$ cat config.mk
export PLATFORM = sky130hd
export DESIGN_NAME = sd_spi_card_init_sequencer_top
export DESIGN_NICKNAME = d
export VERILOG_FILES = /design/src/sdi_pkg.sv /design/src/sdi_seq.sv /design/src/sd_spi_card_init_sequencer_top.sv
export SDC_FILE = /design/constraint.sdc
export NUM_CORES = 1
export LEC_CHECK = 0
export BUFFER_PORTS_ARGS = -buffer_cell sky130_fd_sc_hd__buf_4
export CORE_MARGIN = 3
export CORE_UTILIZATION = 45
export CTS_BUF_LIST = sky130_fd_sc_hd__clkbuf_2
export DETAILED_ROUTE_END_ITERATION = 8
export PLACE_DENSITY_LB_ADDON = 0.1
export SYNTH_ARGS = -nofsm -noshare
export SYNTH_HDL_FRONTEND = slang
export SYNTH_SLANG_ARGS = --single-unit
export TNS_END_PERCENT = 50
$ cat constraint.sdc
create_clock -name i_clk -period 10.9 [get_ports i_clk]
set_input_delay 1.09 -clock i_clk [delete_from_list [all_inputs] [get_ports i_clk]]
set_output_delay 1.09 -clock i_clk [all_outputs]
set_load 0.03 [all_outputs]
$ cat src/sdi_pkg.sv
package sdi_pkg;

    localparam int CFG_IDX_W  = 2;
    localparam int CFG_DATA_W = 12;
    localparam int BLK_LEN_W  = 12;
    localparam int OP_LIM_W   = 10;
    localparam int RST_LIM_W  = 6;

    // Configuration register indexes.
    localparam logic [CFG_IDX_W-1:0] CFG_BLOCK_LENGTH = 2'd0;
    localparam logic [CFG_IDX_W-1:0] CFG_OP_LIMIT     = 2'd1;
    localparam logic [CFG_IDX_W-1:0] CFG_RESET_LIMIT  = 2'd2;

    localparam logic [BLK_LEN_W-1:0] BLK_LEN_RESET   = 12'd512;
    localparam logic [OP_LIM_W-1:0]  OP_LIMIT_RESET  = 10'd500;
    localparam logic [RST_LIM_W-1:0] RST_LIMIT_RESET = 6'd30;

    // Polls after a frame before a response is declared missing, and wake bytes.
    localparam logic [7:0] RESP_WAIT_BYTES = 8'd128;
    localparam logic [4:0] WAKE_BYTES      = 5'd20;

    localparam logic [6:0] CRC7_POLY = 7'h09;

    typedef struct packed {
        logic [BLK_LEN_W-1:0] block_length;
        logic [OP_LIM_W-1:0]  op_limit;
        logic [RST_LIM_W-1:0] reset_limit;
    } t_cfg;

    typedef struct packed {
        logic       tx_valid;
        logic [7:0] tx_byte;
        logic       single_clock;
        logic       fast_clock;
        logic       busy;
        logic       done;
        logic       init_ok;
        logic       card_kind;
        logic [2:0] error_code;
    } t_result;

    // One byte through the CRC7 register, most significant bit first.
    function automatic logic [6:0] crc7_feed(input logic [6:0] c, input logic [7:0] b);
        logic [6:0] cc;
        logic [7:0] bb;
        logic       fb;
        cc = c;
        bb = b;
        for (int i = 0; i < 8; i++) begin
            fb = bb[7] ^ cc[6];
            cc = {cc[5:0], 1'b0};
            if (fb) begin
                cc = cc ^ CRC7_POLY;
            end
            bb = {bb[6:0], 1'b0};
        end
        return cc;
    endfunction

endpackage

$ cat src/sdi_seq.sv
module sdi_seq #(
    parameter logic [7:0] RESP_POLLS = sdi_pkg::RESP_WAIT_BYTES,
    parameter logic [4:0] WAKE_COUNT = sdi_pkg::WAKE_BYTES
) (
    input  logic             i_clk,
    input  logic             i_rst_n,
    input  logic             i_advance,
    input  logic             i_req_type,
    input  logic [7:0]       i_rx_byte,
    input  sdi_pkg::t_cfg    i_cfg,
    output sdi_pkg::t_result o_res
);
    import sdi_pkg::*;

    typedef enum logic [2:0] {
        PH_IDLE, PH_WAKE, PH_CLOCK, PH_FRAME, PH_RESP
    } t_phase;

    localparam logic [5:0] CMD_GO_IDLE    = 6'd0;
    localparam logic [5:0] CMD_SEND_OP    = 6'd1;
    localparam logic [5:0] CMD_SET_BLKLEN = 6'd16;
    localparam logic [5:0] CMD_SD_OP      = 6'd41;
    localparam logic [5:0] CMD_APP        = 6'd55;
    localparam logic [5:0] CMD_CRC_OFF    = 6'd59;

    localparam logic [2:0] ERR_NONE    = 3'd0;
    localparam logic [2:0] ERR_RESET   = 3'd1;
    localparam logic [2:0] ERR_PROBE   = 3'd2;
    localparam logic [2:0] ERR_OP_COND = 3'd3;
    localparam logic [2:0] ERR_BLKLEN  = 3'd4;
    localparam logic [2:0] ERR_CRC_OFF = 3'd5;

    localparam logic [31:0] HCS_ARG = 32'h0020_0000;
    localparam logic [7:0]  R1_IDLE = 8'h01;
    localparam logic [7:0]  IDLE_BYTE = 8'hFF;

    t_phase      r_phase, n_phase;
    logic [2:0]  r_frame_pos, n_frame_pos;
    logic [7:0]  r_wait, n_wait;
    logic [5:0]  r_reset_tries, n_reset_tries;
    logic [9:0]  r_op_tries, n_op_tries;
    logic [4:0]  r_wake, n_wake;
    logic        r_is_sd, n_is_sd;
    logic        r_first, n_first;
    logic        r_app, n_app;
    logic [5:0]  r_cmd, n_cmd;
    logic [31:0] r_arg, n_arg;
    logic [6:0]  r_crc, n_crc;
    logic        r_fast, n_fast;
    t_result     r_res, n_res;

    // Deferred actions, resolved after the main decode in a fixed order.
    logic        do_attempt, do_op_resp, do_start, do_finish, do_clock, do_send;
    logic [5:0]  st_idx;
    logic [31:0] st_arg;
    logic        st_app;
    logic        fin_ok;
    logic [2:0]  fin_err;
    logic [7:0]  send_val;
    logic [2:0]  fp_inc;
    logic [7:0]  frame_byte;

    always_comb begin
        n_phase       = r_phase;
        n_frame_pos   = r_frame_pos;
        n_wait        = r_wait;
        n_reset_tries = r_reset_tries;
        n_op_tries    = r_op_tries;
        n_wake        = r_wake;
        n_is_sd       = r_is_sd;
        n_first       = r_first;
        n_app         = r_app;
        n_cmd         = r_cmd;
        n_arg         = r_arg;
        n_crc         = r_crc;
        n_fast        = r_fast;
        do_attempt    = 1'b0;
        do_op_resp    = 1'b0;
        do_start      = 1'b0;
        do_finish     = 1'b0;
        do_clock      = 1'b0;
        do_send       = 1'b0;
        st_idx        = CMD_GO_IDLE;
        st_arg        = '0;
        st_app        = 1'b0;
        fin_ok        = 1'b0;
        fin_err       = ERR_NONE;
        send_val      = IDLE_BYTE;
        fp_inc        = r_frame_pos + 3'd1;
        frame_byte    = '0;

        if (!i_req_type) begin
            n_frame_pos   = '0;
            n_wait        = '0;
            n_reset_tries = '0;
            n_op_tries    = '0;
            n_is_sd       = 1'b0;
            n_first       = 1'b1;
            n_app         = 1'b0;
            n_cmd         = CMD_GO_IDLE;
            n_arg         = '0;
            n_crc         = '0;
            n_fast        = 1'b0;
            n_wake        = 5'd1;
            n_phase       = PH_WAKE;
            do_send       = 1'b1;
        end else begin
            case (r_phase)
                PH_IDLE: begin
                end
                PH_WAKE: begin
                    if (r_wake < WAKE_COUNT) begin
                        n_wake  = r_wake + 5'd1;
                        do_send = 1'b1;
                    end else begin
                        do_clock = 1'b1;
                    end
                end
                PH_CLOCK: begin
                    do_start = 1'b1;
                end
                PH_FRAME: begin
                    if (r_frame_pos < 3'd5) begin
                        case (fp_inc)
                            3'd1:    frame_byte = {2'b01, r_cmd};
                            3'd2:    frame_byte = r_arg[31:24];
                            3'd3:    frame_byte = r_arg[23:16];
                            3'd4:    frame_byte = r_arg[15:8];
                            default: frame_byte = r_arg[7:0];
                        endcase
                        n_frame_pos = fp_inc;
                        n_crc       = crc7_feed(r_crc, frame_byte);
                        do_send     = 1'b1;
                        send_val    = frame_byte;
                    end else if (r_frame_pos == 3'd5) begin
                        n_frame_pos = 3'd6;
                        do_send     = 1'b1;
                        send_val    = {r_crc, 1'b1};
                    end else begin
                        n_wait  = '0;
                        n_phase = PH_RESP;
                        do_send = 1'b1;
                    end
                end
                PH_RESP: begin
                    if (i_rx_byte == IDLE_BYTE && r_wait < RESP_POLLS) begin
                        n_wait  = r_wait + 8'd1;
                        do_send = 1'b1;
                    end else begin
                        case (r_cmd)
                            CMD_GO_IDLE: begin
                                if (r_reset_tries >= i_cfg.reset_limit) begin
                                    do_finish = 1'b1;
                                    fin_err   = ERR_RESET;
                                end else begin
                                    n_reset_tries = r_reset_tries + 6'd1;
                                    if (i_rx_byte == R1_IDLE) begin
                                        do_start = 1'b1;
                                        st_idx   = CMD_APP;
                                    end else begin
                                        do_clock = 1'b1;
                                    end
                                end
                            end
                            CMD_APP: begin
                                if (r_app) begin
                                    if (i_rx_byte[7] || i_rx_byte[2]) begin
                                        do_op_resp = 1'b1;
                                    end else begin
                                        do_start = 1'b1;
                                        st_idx   = CMD_SD_OP;
                                        st_arg   = r_first ? 32'd0 : HCS_ARG;
                                    end
                                end else if (i_rx_byte[7]) begin
                                    do_finish = 1'b1;
                                    fin_err   = ERR_PROBE;
                                end else begin
                                    n_is_sd    = ~i_rx_byte[2];
                                    n_op_tries = '0;
                                    n_first    = 1'b1;
                                    do_attempt = 1'b1;
                                end
                            end
                            CMD_SD_OP, CMD_SEND_OP: begin
                                do_op_resp = 1'b1;
                            end
                            CMD_SET_BLKLEN: begin
                                if (i_rx_byte != 8'd0) begin
                                    do_finish = 1'b1;
                                    fin_err   = ERR_BLKLEN;
                                end else begin
                                    do_start = 1'b1;
                                    st_idx   = CMD_CRC_OFF;
                                end
                            end
                            default: begin
                                do_finish = 1'b1;
                                if (i_rx_byte != 8'd0) begin
                                    fin_err = ERR_CRC_OFF;
                                end else begin
                                    fin_ok = 1'b1;
                                end
                            end
                        endcase
                    end
                end
                default: begin
                    n_phase = PH_IDLE;
                end
            endcase
        end

        // Response to an op-cond attempt (direct or through the app prefix).
        if (do_op_resp) begin
            if (i_rx_byte[7]) begin
                do_finish = 1'b1;
                fin_err   = ERR_OP_COND;
            end else if (r_first) begin
                n_first    = 1'b0;
                do_attempt = 1'b1;
            end else if (!i_rx_byte[0]) begin
                do_start = 1'b1;
                st_idx   = CMD_SET_BLKLEN;
                st_arg   = {{(32-BLK_LEN_W){1'b0}}, i_cfg.block_length};
            end else begin
                do_attempt = 1'b1;
            end
        end

        // Next op-cond attempt, or give up when the limit is reached.
        if (do_attempt) begin
            if (n_op_tries >= i_cfg.op_limit) begin
                do_finish = 1'b1;
                fin_err   = ERR_OP_COND;
            end else begin
                n_op_tries = n_op_tries + 10'd1;
                do_start   = 1'b1;
                if (n_is_sd) begin
                    st_idx = CMD_APP;
                    st_app = 1'b1;
                end else begin
                    st_idx = CMD_SEND_OP;
                    st_arg = n_first ? 32'd0 : HCS_ARG;
                end
            end
        end

        if (do_start) begin
            n_cmd       = st_idx;
            n_arg       = st_arg;
            n_app       = st_app;
            n_frame_pos = '0;
            n_crc       = '0;
            n_phase     = PH_FRAME;
            do_send     = 1'b1;
            send_val    = IDLE_BYTE;
        end
        if (do_clock) begin
            n_phase = PH_CLOCK;
        end
        if (do_finish) begin
            n_phase = PH_IDLE;
            if (fin_ok) begin
                n_fast = 1'b1;
            end
        end

        n_res              = '0;
        n_res.tx_valid     = do_send;
        n_res.tx_byte      = do_send ? send_val : 8'd0;
        n_res.single_clock = do_clock;
        n_res.busy         = do_send || do_clock;
        n_res.done         = do_finish;
        n_res.init_ok      = do_finish && fin_ok;
        n_res.error_code   = do_finish ? fin_err : ERR_NONE;
        n_res.fast_clock   = n_fast;
        n_res.card_kind    = n_is_sd;
    end

    always_ff @(posedge i_clk) begin
        if (!i_rst_n) begin
            r_phase       <= PH_IDLE;
            r_frame_pos   <= '0;
            r_wait        <= '0;
            r_reset_tries <= '0;
            r_op_tries    <= '0;
            r_wake        <= '0;
            r_is_sd       <= 1'b0;
            r_first       <= 1'b1;
            r_app         <= 1'b0;
            r_cmd         <= CMD_GO_IDLE;
            r_arg         <= '0;
            r_crc         <= '0;
            r_fast        <= 1'b0;
            r_res         <= '0;
        end else if (i_advance) begin
            r_phase       <= n_phase;
            r_frame_pos   <= n_frame_pos;
            r_wait        <= n_wait;
            r_reset_tries <= n_reset_tries;
            r_op_tries    <= n_op_tries;
            r_wake        <= n_wake;
            r_is_sd       <= n_is_sd;
            r_first       <= n_first;
            r_app         <= n_app;
            r_cmd         <= n_cmd;
            r_arg         <= n_arg;
            r_crc         <= n_crc;
            r_fast        <= n_fast;
            r_res         <= n_res;
        end
    end

    assign o_res = r_res;

endmodule

$ cat src/sd_spi_card_init_sequencer_top.sv
// The result of an accepted item is shown the cycle after it is taken.
// Throughput: one item per cycle. The sequencer's decode runs from the held state and the
// item straight into the result register, so a new item is taken whenever that register
// is empty or is being emptied in the same cycle.
// Reset (synchronous, active low): sequencer idle, slow clock, registers back to defaults.
module sd_spi_card_init_sequencer_top #(
    // Polls after a frame before a response is declared missing, and wake bytes sent.
    parameter logic [7:0] RESP_POLLS = sdi_pkg::RESP_WAIT_BYTES,
    parameter logic [4:0] WAKE_COUNT = sdi_pkg::WAKE_BYTES
) (
    input  logic                          i_clk,
    input  logic                          i_rst_n,
    // Input item channel.
    input  logic                          i_in_valid,
    output logic                          o_in_ready,
    input  logic                          i_req_type,
    input  logic [7:0]                    i_rx_byte,
    // Result item channel.
    output logic                          o_out_valid,
    input  logic                          i_out_ready,
    output logic                          o_tx_valid,
    output logic [7:0]                    o_tx_byte,
    output logic                          o_single_clock,
    output logic                          o_fast_clock,
    output logic                          o_busy_res,
    output logic                          o_done_res,
    output logic                          o_init_ok,
    output logic                          o_card_kind,
    output logic [2:0]                    o_error_code,
    // Configuration write port.
    input  logic                          i_cfg_we,
    input  logic [sdi_pkg::CFG_IDX_W-1:0] i_cfg_index,
    input  logic [sdi_pkg::CFG_DATA_W-1:0] i_cfg_data
);
    import sdi_pkg::*;

    t_cfg    r_cfg;
    t_result res;
    logic    r_out_valid;
    logic    accept;

    // The result register is the only buffer. It may be refilled in the same
    // cycle that the downstream side takes the item it currently holds.
    assign o_in_ready = !r_out_valid || i_out_ready;
    assign accept     = i_in_valid && o_in_ready;

    always_ff @(posedge i_clk) begin
        if (!i_rst_n) begin
            r_out_valid <= 1'b0;
        end else if (accept) begin
            r_out_valid <= 1'b1;
        end else if (i_out_ready) begin
            r_out_valid <= 1'b0;
        end
    end

    // Configuration registers. The user must make writes arrive only while the sequencer is
    // quiet; the block does not enforce this or order them against items. Unknown indexes are dropped.
    always_ff @(posedge i_clk) begin
        if (!i_rst_n) begin
            r_cfg.block_length <= BLK_LEN_RESET;
            r_cfg.op_limit     <= OP_LIMIT_RESET;
            r_cfg.reset_limit  <= RST_LIMIT_RESET;
        end else if (i_cfg_we) begin
            case (i_cfg_index)
                CFG_BLOCK_LENGTH: r_cfg.block_length <= i_cfg_data[BLK_LEN_W-1:0];
                CFG_OP_LIMIT:     r_cfg.op_limit     <= i_cfg_data[OP_LIM_W-1:0];
                CFG_RESET_LIMIT:  r_cfg.reset_limit  <= i_cfg_data[RST_LIM_W-1:0];
                default: begin
                end
            endcase
        end
    end

    // The sequencer holds the card start-up state (wake bytes, command
    // framing with CRC7, response polling, retry counters) and advances it
    // by exactly one step for each accepted item.
    sdi_seq #(
        .RESP_POLLS (RESP_POLLS),
        .WAKE_COUNT (WAKE_COUNT)
    ) u_seq (
        .i_clk      (i_clk),
        .i_rst_n    (i_rst_n),
        .i_advance  (accept),
        .i_req_type (i_req_type),
        .i_rx_byte  (i_rx_byte),
        .i_cfg      (r_cfg),
        .o_res      (res)
    );

    assign o_out_valid    = r_out_valid;
    assign o_tx_valid     = res.tx_valid;
    assign o_tx_byte      = res.tx_byte;
    assign o_single_clock = res.single_clock;
    assign o_fast_clock   = res.fast_clock;
    assign o_busy_res     = res.busy;
    assign o_done_res     = res.done;
    assign o_init_ok      = res.init_ok;
    assign o_card_kind    = res.card_kind;
    assign o_error_code   = res.error_code;

endmodule

After elaboration in Yosys (flattened, before gate mapping)
Index checks and enable logic that the tools add are counted.

Flip-flop bits (word level): 129. Bits of input ports: 28. Output and inout bits: 20. Logic and storage cells: 319.

Add/subtract/negate cells: 5. Magnitude comparators: 5. Equality and inequality tests: 34. Multiplexer cells: 209. Bitwise gates (word level): 17. Reduce and logical (&&, ||, !) cells: 25.

Operators with widths (count): 2-to-1 mux 32 bit (15); 2-to-1 mux 7 bit (25); 2-to-1 mux 6 bit (22); 2-to-1 mux 8 bit (13); 2-to-1 mux 10 bit (8); 2-to-1 mux 1 bit (79); 2-to-1 mux 3 bit (22); 2-to-1 mux 22 bit (2); 2-to-1 mux 4 bit (8); case mux 8 bit (4 select lines) (1); case mux 6 bit (3 select lines) (1); NOT 2 bit (8); case mux 8 bit (2 select lines) (1); 2-to-1 mux 5 bit (3); == test 3 x 2 -> 1 bit, second input constant (4); == test 6 bit, second input constant (2); inequality test 6 x 3 -> 1 bit, second input constant (2); case mux 3 bit (4 select lines) (1); adder 10 x 1 -> 10 bit, second input constant (1); greater-or-equal comparator 10 bit (1); inequality test 2 x 1 -> 1 bit, second input constant (5); AND reduction 5 bit (2); == test 3 bit, second input constant (3); inequality test 3 x 1 -> 1 bit, second input constant (3); 41 further kinds (63).

Depth between registers and ports, before layout
Depth in word-level cells: 47. Depth in mapped cells: 16. Depth with buffers taken out: 12.

Hierarchy
From an unflattened synthesis, not the netlist that was laid out.

Cell total of the unflattened synthesis: 738. Area, all modules: 6223.5 µm².

Modules (own cells, without submodules): sdi_seq (instances 1, cells each 614, area each 5027.3 µm², sequential area each 1621.6 µm²); sd_spi_card_init_sequencer_top (instances 1, cells each 124, area each 1196.1 µm², sequential area each 580.6 µm²).

Worst setup path before layout
OpenSTA, ideal clock, no wires.

Path kind: input to register. Start point: input port i_rx_byte[1]. End point: register u_seq.r_op_tries[6]. Library setup time: 0.074 ns. Arrival: 4.423 ns. Required time: 10.826 ns. Path slack: 6.403 ns. Cell stages on the path: 13. Buffers on the path: 2. Cells stage by stage: nand4_1 o41ai_1 o41a_2 clkbuf_1 and2_1 ha_1 a2111oi_0 nand4_1 a21oi_2 buf_4 nand4_1 or4_1 a31oi_1.

Cells in the longest elaborated chain, start to end: 10. Elaborated cells between the ends (all ways): 19. Those cells by class: add/sub (1); order compare (1); eq/ne (1); mux (15); reduce/logical (1).

RTL lines: start: declaration (RTL line sd_spi_card_init_sequencer_top.sv:17) `input logic [7:0] i_rx_byte,`; == test 8 bit * (RTL line sdi_seq.sv:146) `if (i_rx_byte == IDLE_BYTE && r_wait < RESP_POLLS) begin`; logical AND 1 bit * (RTL line sdi_seq.sv:146); branches (longest 7 deep; another with adder 10 x 1 -> 10 bit); 2-to-1 mux 10 bit * (RTL line sdi_seq.sv:231) `if (do_attempt) begin`; end signal: assignment (RTL line sdi_seq.sv:301) `r_op_tries <= n_op_tries;`; end: declaration (RTL line sdi_seq.sv:41) `logic [9:0] r_op_tries, n_op_tries;`.

Every way passes the cells marked *. A chain may end at the register's enable or synchronous reset.

Worst setup path in the final report
Start point: input port i_rx_byte[7]. End point: register u_seq.r_phase[1].

Cells in the longest elaborated chain, start to end: 16. Elaborated cells between the ends (all ways): 67. Those cells by class: order compare (1); eq/ne (5); mux (57); reduce/logical (4).

RTL lines: branches (longest 16 deep; another with == test 8 x 1 -> 1 bit); end signal: assignment (RTL line sdi_seq.sv:297) `r_phase <= n_phase;`; end: declaration (RTL line sdi_seq.sv:37) `t_phase r_phase, n_phase;`.

Parallel ways; which one is timed is not known.

==> results by group <==
Logic synthesis
  • Syn Area/Cell: 8.10 sq um
  • Synth top area share: 37.0%
  • Cell taking the most area after synthesis: dfxtp_1
  • Top cells by area, synth: dfxtp_1, nand2_1, ha_1, a21oi_1, nor2_1
  • EDFF count, synth: 0
  • Post-synthesis register bit count: 110
  • Share of the yosys chip area belonging to registers: 37.0%
  • Total number of yosys warnings: 0
  • Netlist cell types: 71
  • Post-synthesis async set-or-reset flop share: 0%
  • Synth Cell Area: 5950 sq um
  • Synth Instances: 735
  • Prevailing post-synth register cell: dfxtp_1
  • Synth Net Count: 788

GRT
  • Grt ovf: 0
  • Tot GR Track Use: 22.3%
  • Number of global-route vias before repair: 5329
  • Initial antenna violation count: 1
  • Largest net degree at the start of global routing: 67
  • Wire length of the first global-routing pass: 26300 um

Setup path
  • R2r endpoint: u_seq.r_phase[1]
  • CP peak stage delay: 0.82 ns
  • Crit path from: i_rx_byte[7]
  • Crit. End Element: flip-flop
  • Critical path buffers and inverters: 1
  • CP Max Fanout: 18
  • Reg2Reg Setup Slack: 6.33 ns
  • CP max-delay cell: o41ai_1
  • R2R cell count: 11
  • Worst path cell trace: buf_4 -> nand4_1 -> o41ai_1 -> o41a_2 -> and2_1 -> ha_1 -> a2111oi_0 -> nand4_1 -> and3b_1 -> a211oi_1 -> a31oi_1 -> a211oi_1
  • Top Family by Delay on Critical Path: compound AO/OA/AOI/OAI gates
  • Crit path depth: 12
  • Arr. time, crit path: 5.35 ns
  • Worst Setup Start Kind: input port
  • Worst flop-to-flop path startpoint: u_seq.r_cmd[4]
  • CP endpoint: u_seq.r_phase[1]
  • WS Path Type: in2reg
  • Req. time, crit path: 11.49 ns

Power and ir drop
  • LEAKAGE: 0.00250 uW
  • Pwr Density: 107 nW/um^2
  • VDD IR max: 0.0000480 V

Floorplanning
  • Die X: 121 um
  • # rows: 41
  • IO Count: 48
  • CORE AREA: 12800 sq um
  • Initial Util: 46.6%
  • Die area: 14600 sq um
  • Die Y: 121 um

Timing
  • Slew Viols, Final: 0
  • Period utilization: 43.7%
  • Max Freq: 210 MHz
  • Final setup fails: 0
  • Final hold violation count: 0
  • RSZ-0062 raised after global routing: false
  • Fin crit period: 4.77 ns
  • Worst hold slack: 0.478 ns
  • Worst slew pin tran: 1.11 ns
  • Setup TNS: 0 ns
  • Max_slew headroom: 25.4%
  • Setup Skew: 0.0250 ns

Detailed routing
  • Post-route DRC violation count: 0
  • Routed len/inst: 16.9 um
  • Final wirelength: 15800 um
  • Vias per cell: 5.87
  • Final ANT Viol Nets: 0
  • Drt first pass iters: 6
  • Drt first-iter violations: 375
  • Total vias in the final route: 5496

Clock tree
  • Clock root cell: clkbuf_2
  • Inserted Clock Buffers: 9
  • Clock Latency Late Sink: 0.63 ns
  • CTS tree: built
  • Post_cts resized: 0
  • Setup Fix Bufs, Post-CTS: 0
  • Clock transition at the registers of the reported paths: 0.29 ns
  • Clk buf depth: 2
  • Sink Count: 110
  • CTS Hold Bufs: 0
  • CTS H-tree lvls: 3

Placed design
  • Port buffer count: 47
  • Placed cell areas: 6400 sq um
  • GPL Wtd Cong: 0.850
  • Detailed Place HPWL: 11600 um

Run status
  • Status: completed

Final layout
  • Nets@finish: 812
  • Filler cells: 1291
  • Design Area, Final: 6500 sq um
  • Share of layout cells above drive strength 1: 11.9%
  • Syn-to-layout area delta: 9.25%

Job
  • Max-cap violations: 0

Worst hold path
  • Type of the worst min-delay path: reg2reg
-- tightest hold or removal path: stages (launching register included) --
cell and delay [ns]:
dfxtp_1 0.38, nand2_1 0.05, a21oi_1 0.05
-- cells in the final DEF, fill, tap and decap left out, types with 8 or more instances in the layout --
master,instances
buf_4,54
nand3_1,17
xnor2_1,17
o21ai_0,42
nand4_1,16
a21oi_1,55
nand2_1,105
a22o_1,9
a22oi_1,15
o211ai_1,8
o21a_1,8
nor2_1,64
inv_1,22
and3_1,11
dfxtp_1,110
ha_1,25
nand2b_1,8
clkbuf_2,9
a31oi_1,9
nor3_1,9
xor2_1,13
and2_1,22
nor3b_1,8
-- how the worst min path moves through the flow --
stage	slack [ns]	from	end	cells after the start
final	0.48	u_seq.r_arg[21]	u_seq.r_arg[21]	2
after floorplan	0.43	u_seq.r_arg[21]	u_seq.r_arg[21]	2
after detailed placement	0.45	u_seq.r_arg[21]	u_seq.r_arg[21]	2
after global placement	0.44	u_seq.r_arg[21]	u_seq.r_arg[21]	2
after global routing	0.50	r_cfg[18]	r_cfg[18]	2
after CTS	0.48	u_seq.r_arg[21]	u_seq.r_arg[21]	2
-- report_power, final --
part           switching [uW]  internal, uW  total (uW)  leakage [uW]
Sequential               7.57           415         422      0.000893
Clock                     141          31.5         173     0.0000628
Combinational            61.7          36.7        98.4       0.00154
-- state kept, by name, indices dropped and copies added, names as in the netlist, 3 cells and up --
signal and cells:
u_seq.o_res 16, u_seq.r_wake 5, u_seq.r_reset_tries 6, u_seq.r_wait 8
u_seq.r_phase 3, u_seq.r_frame_pos 3, u_seq.r_cmd 6, r_cfg 28
u_seq.r_op_tries 10, u_seq.r_arg 13, u_seq.r_crc 7
-- layout make-up --
| type | count | area (sq um) | share of cell area, % |
|---|---|---|---|
| antenna | 1 | 2.50 | 0.0385 |
| clock buffer | 9 | 45.0 | 0.693 |
| clock inverter | 7 | 50.0 | 0.770 |
| inverter | 23 | 86.3 | 1.33 |
| multi-input combinational | 561 | 3490 | 53.8 |
| sequential | 110 | 2200 | 33.9 |
| tap | 172 | 215 | 3.31 |
| timing repair buffer | 54 | 405 | 6.24 |
-- per-stage QoR --
stage / setup slack, ns / cells / total power [uW] / utilization [%]
after floorplan: 6.40 / 735 / 493 / -
after global placement: 5.83 / 920 / 525 / 50.1
after detailed placement: 5.66 / 920 / 527 / 50.1
after CTS: 6.33 / 936 / 701 / 50.9
after global routing: 5.81 / 937 / 727 / 50.9
final: 6.13 / 937 / 693 / 50.9
-- routing by layer --
layer / up-vias / part of all wire, % / GRT usage (%) / routed length [um]
met1: 2646 / 46 / 29.6 / 7230
met5: - / 0 / 0 / 0
met2: 135 / 48 / 37.3 / 7560
met4: 0 / 2.3 / 8.29 / 368
met3: 31 / 4.2 / 2.80 / 666
li1: 2684 / - / - / -
-- synthesized netlist by cell type, types with 11 or more instances --
cell and count:
a21oi_1 55, a22oi_1 15, and2_1 22, and3_1 11, clkbuf_1 32, dfxtp_1 110, ha_1 25, inv_1 23
nand2_1 105, nand3_1 17, nand4_1 16, nor2_1 64, o21ai_0 42, xnor2_1 17, xor2_1 13
-- kinds of logic after synthesis --
kind of cell             Yosys count  synth area share (%)
AO/OA/AOI/OAI                    203                  23.0
buffers and inverters             64                  4.35
flip-flops                       110                  37.0
XOR/XNOR                          30                  4.42
AND/OR/NAND/NOR                  299                  25.3
adder cells (fa/ha/maj)           25                  5.26
multiplexers                       4                 0.673
Note: power is estimated with default switching activity, not from simulation.
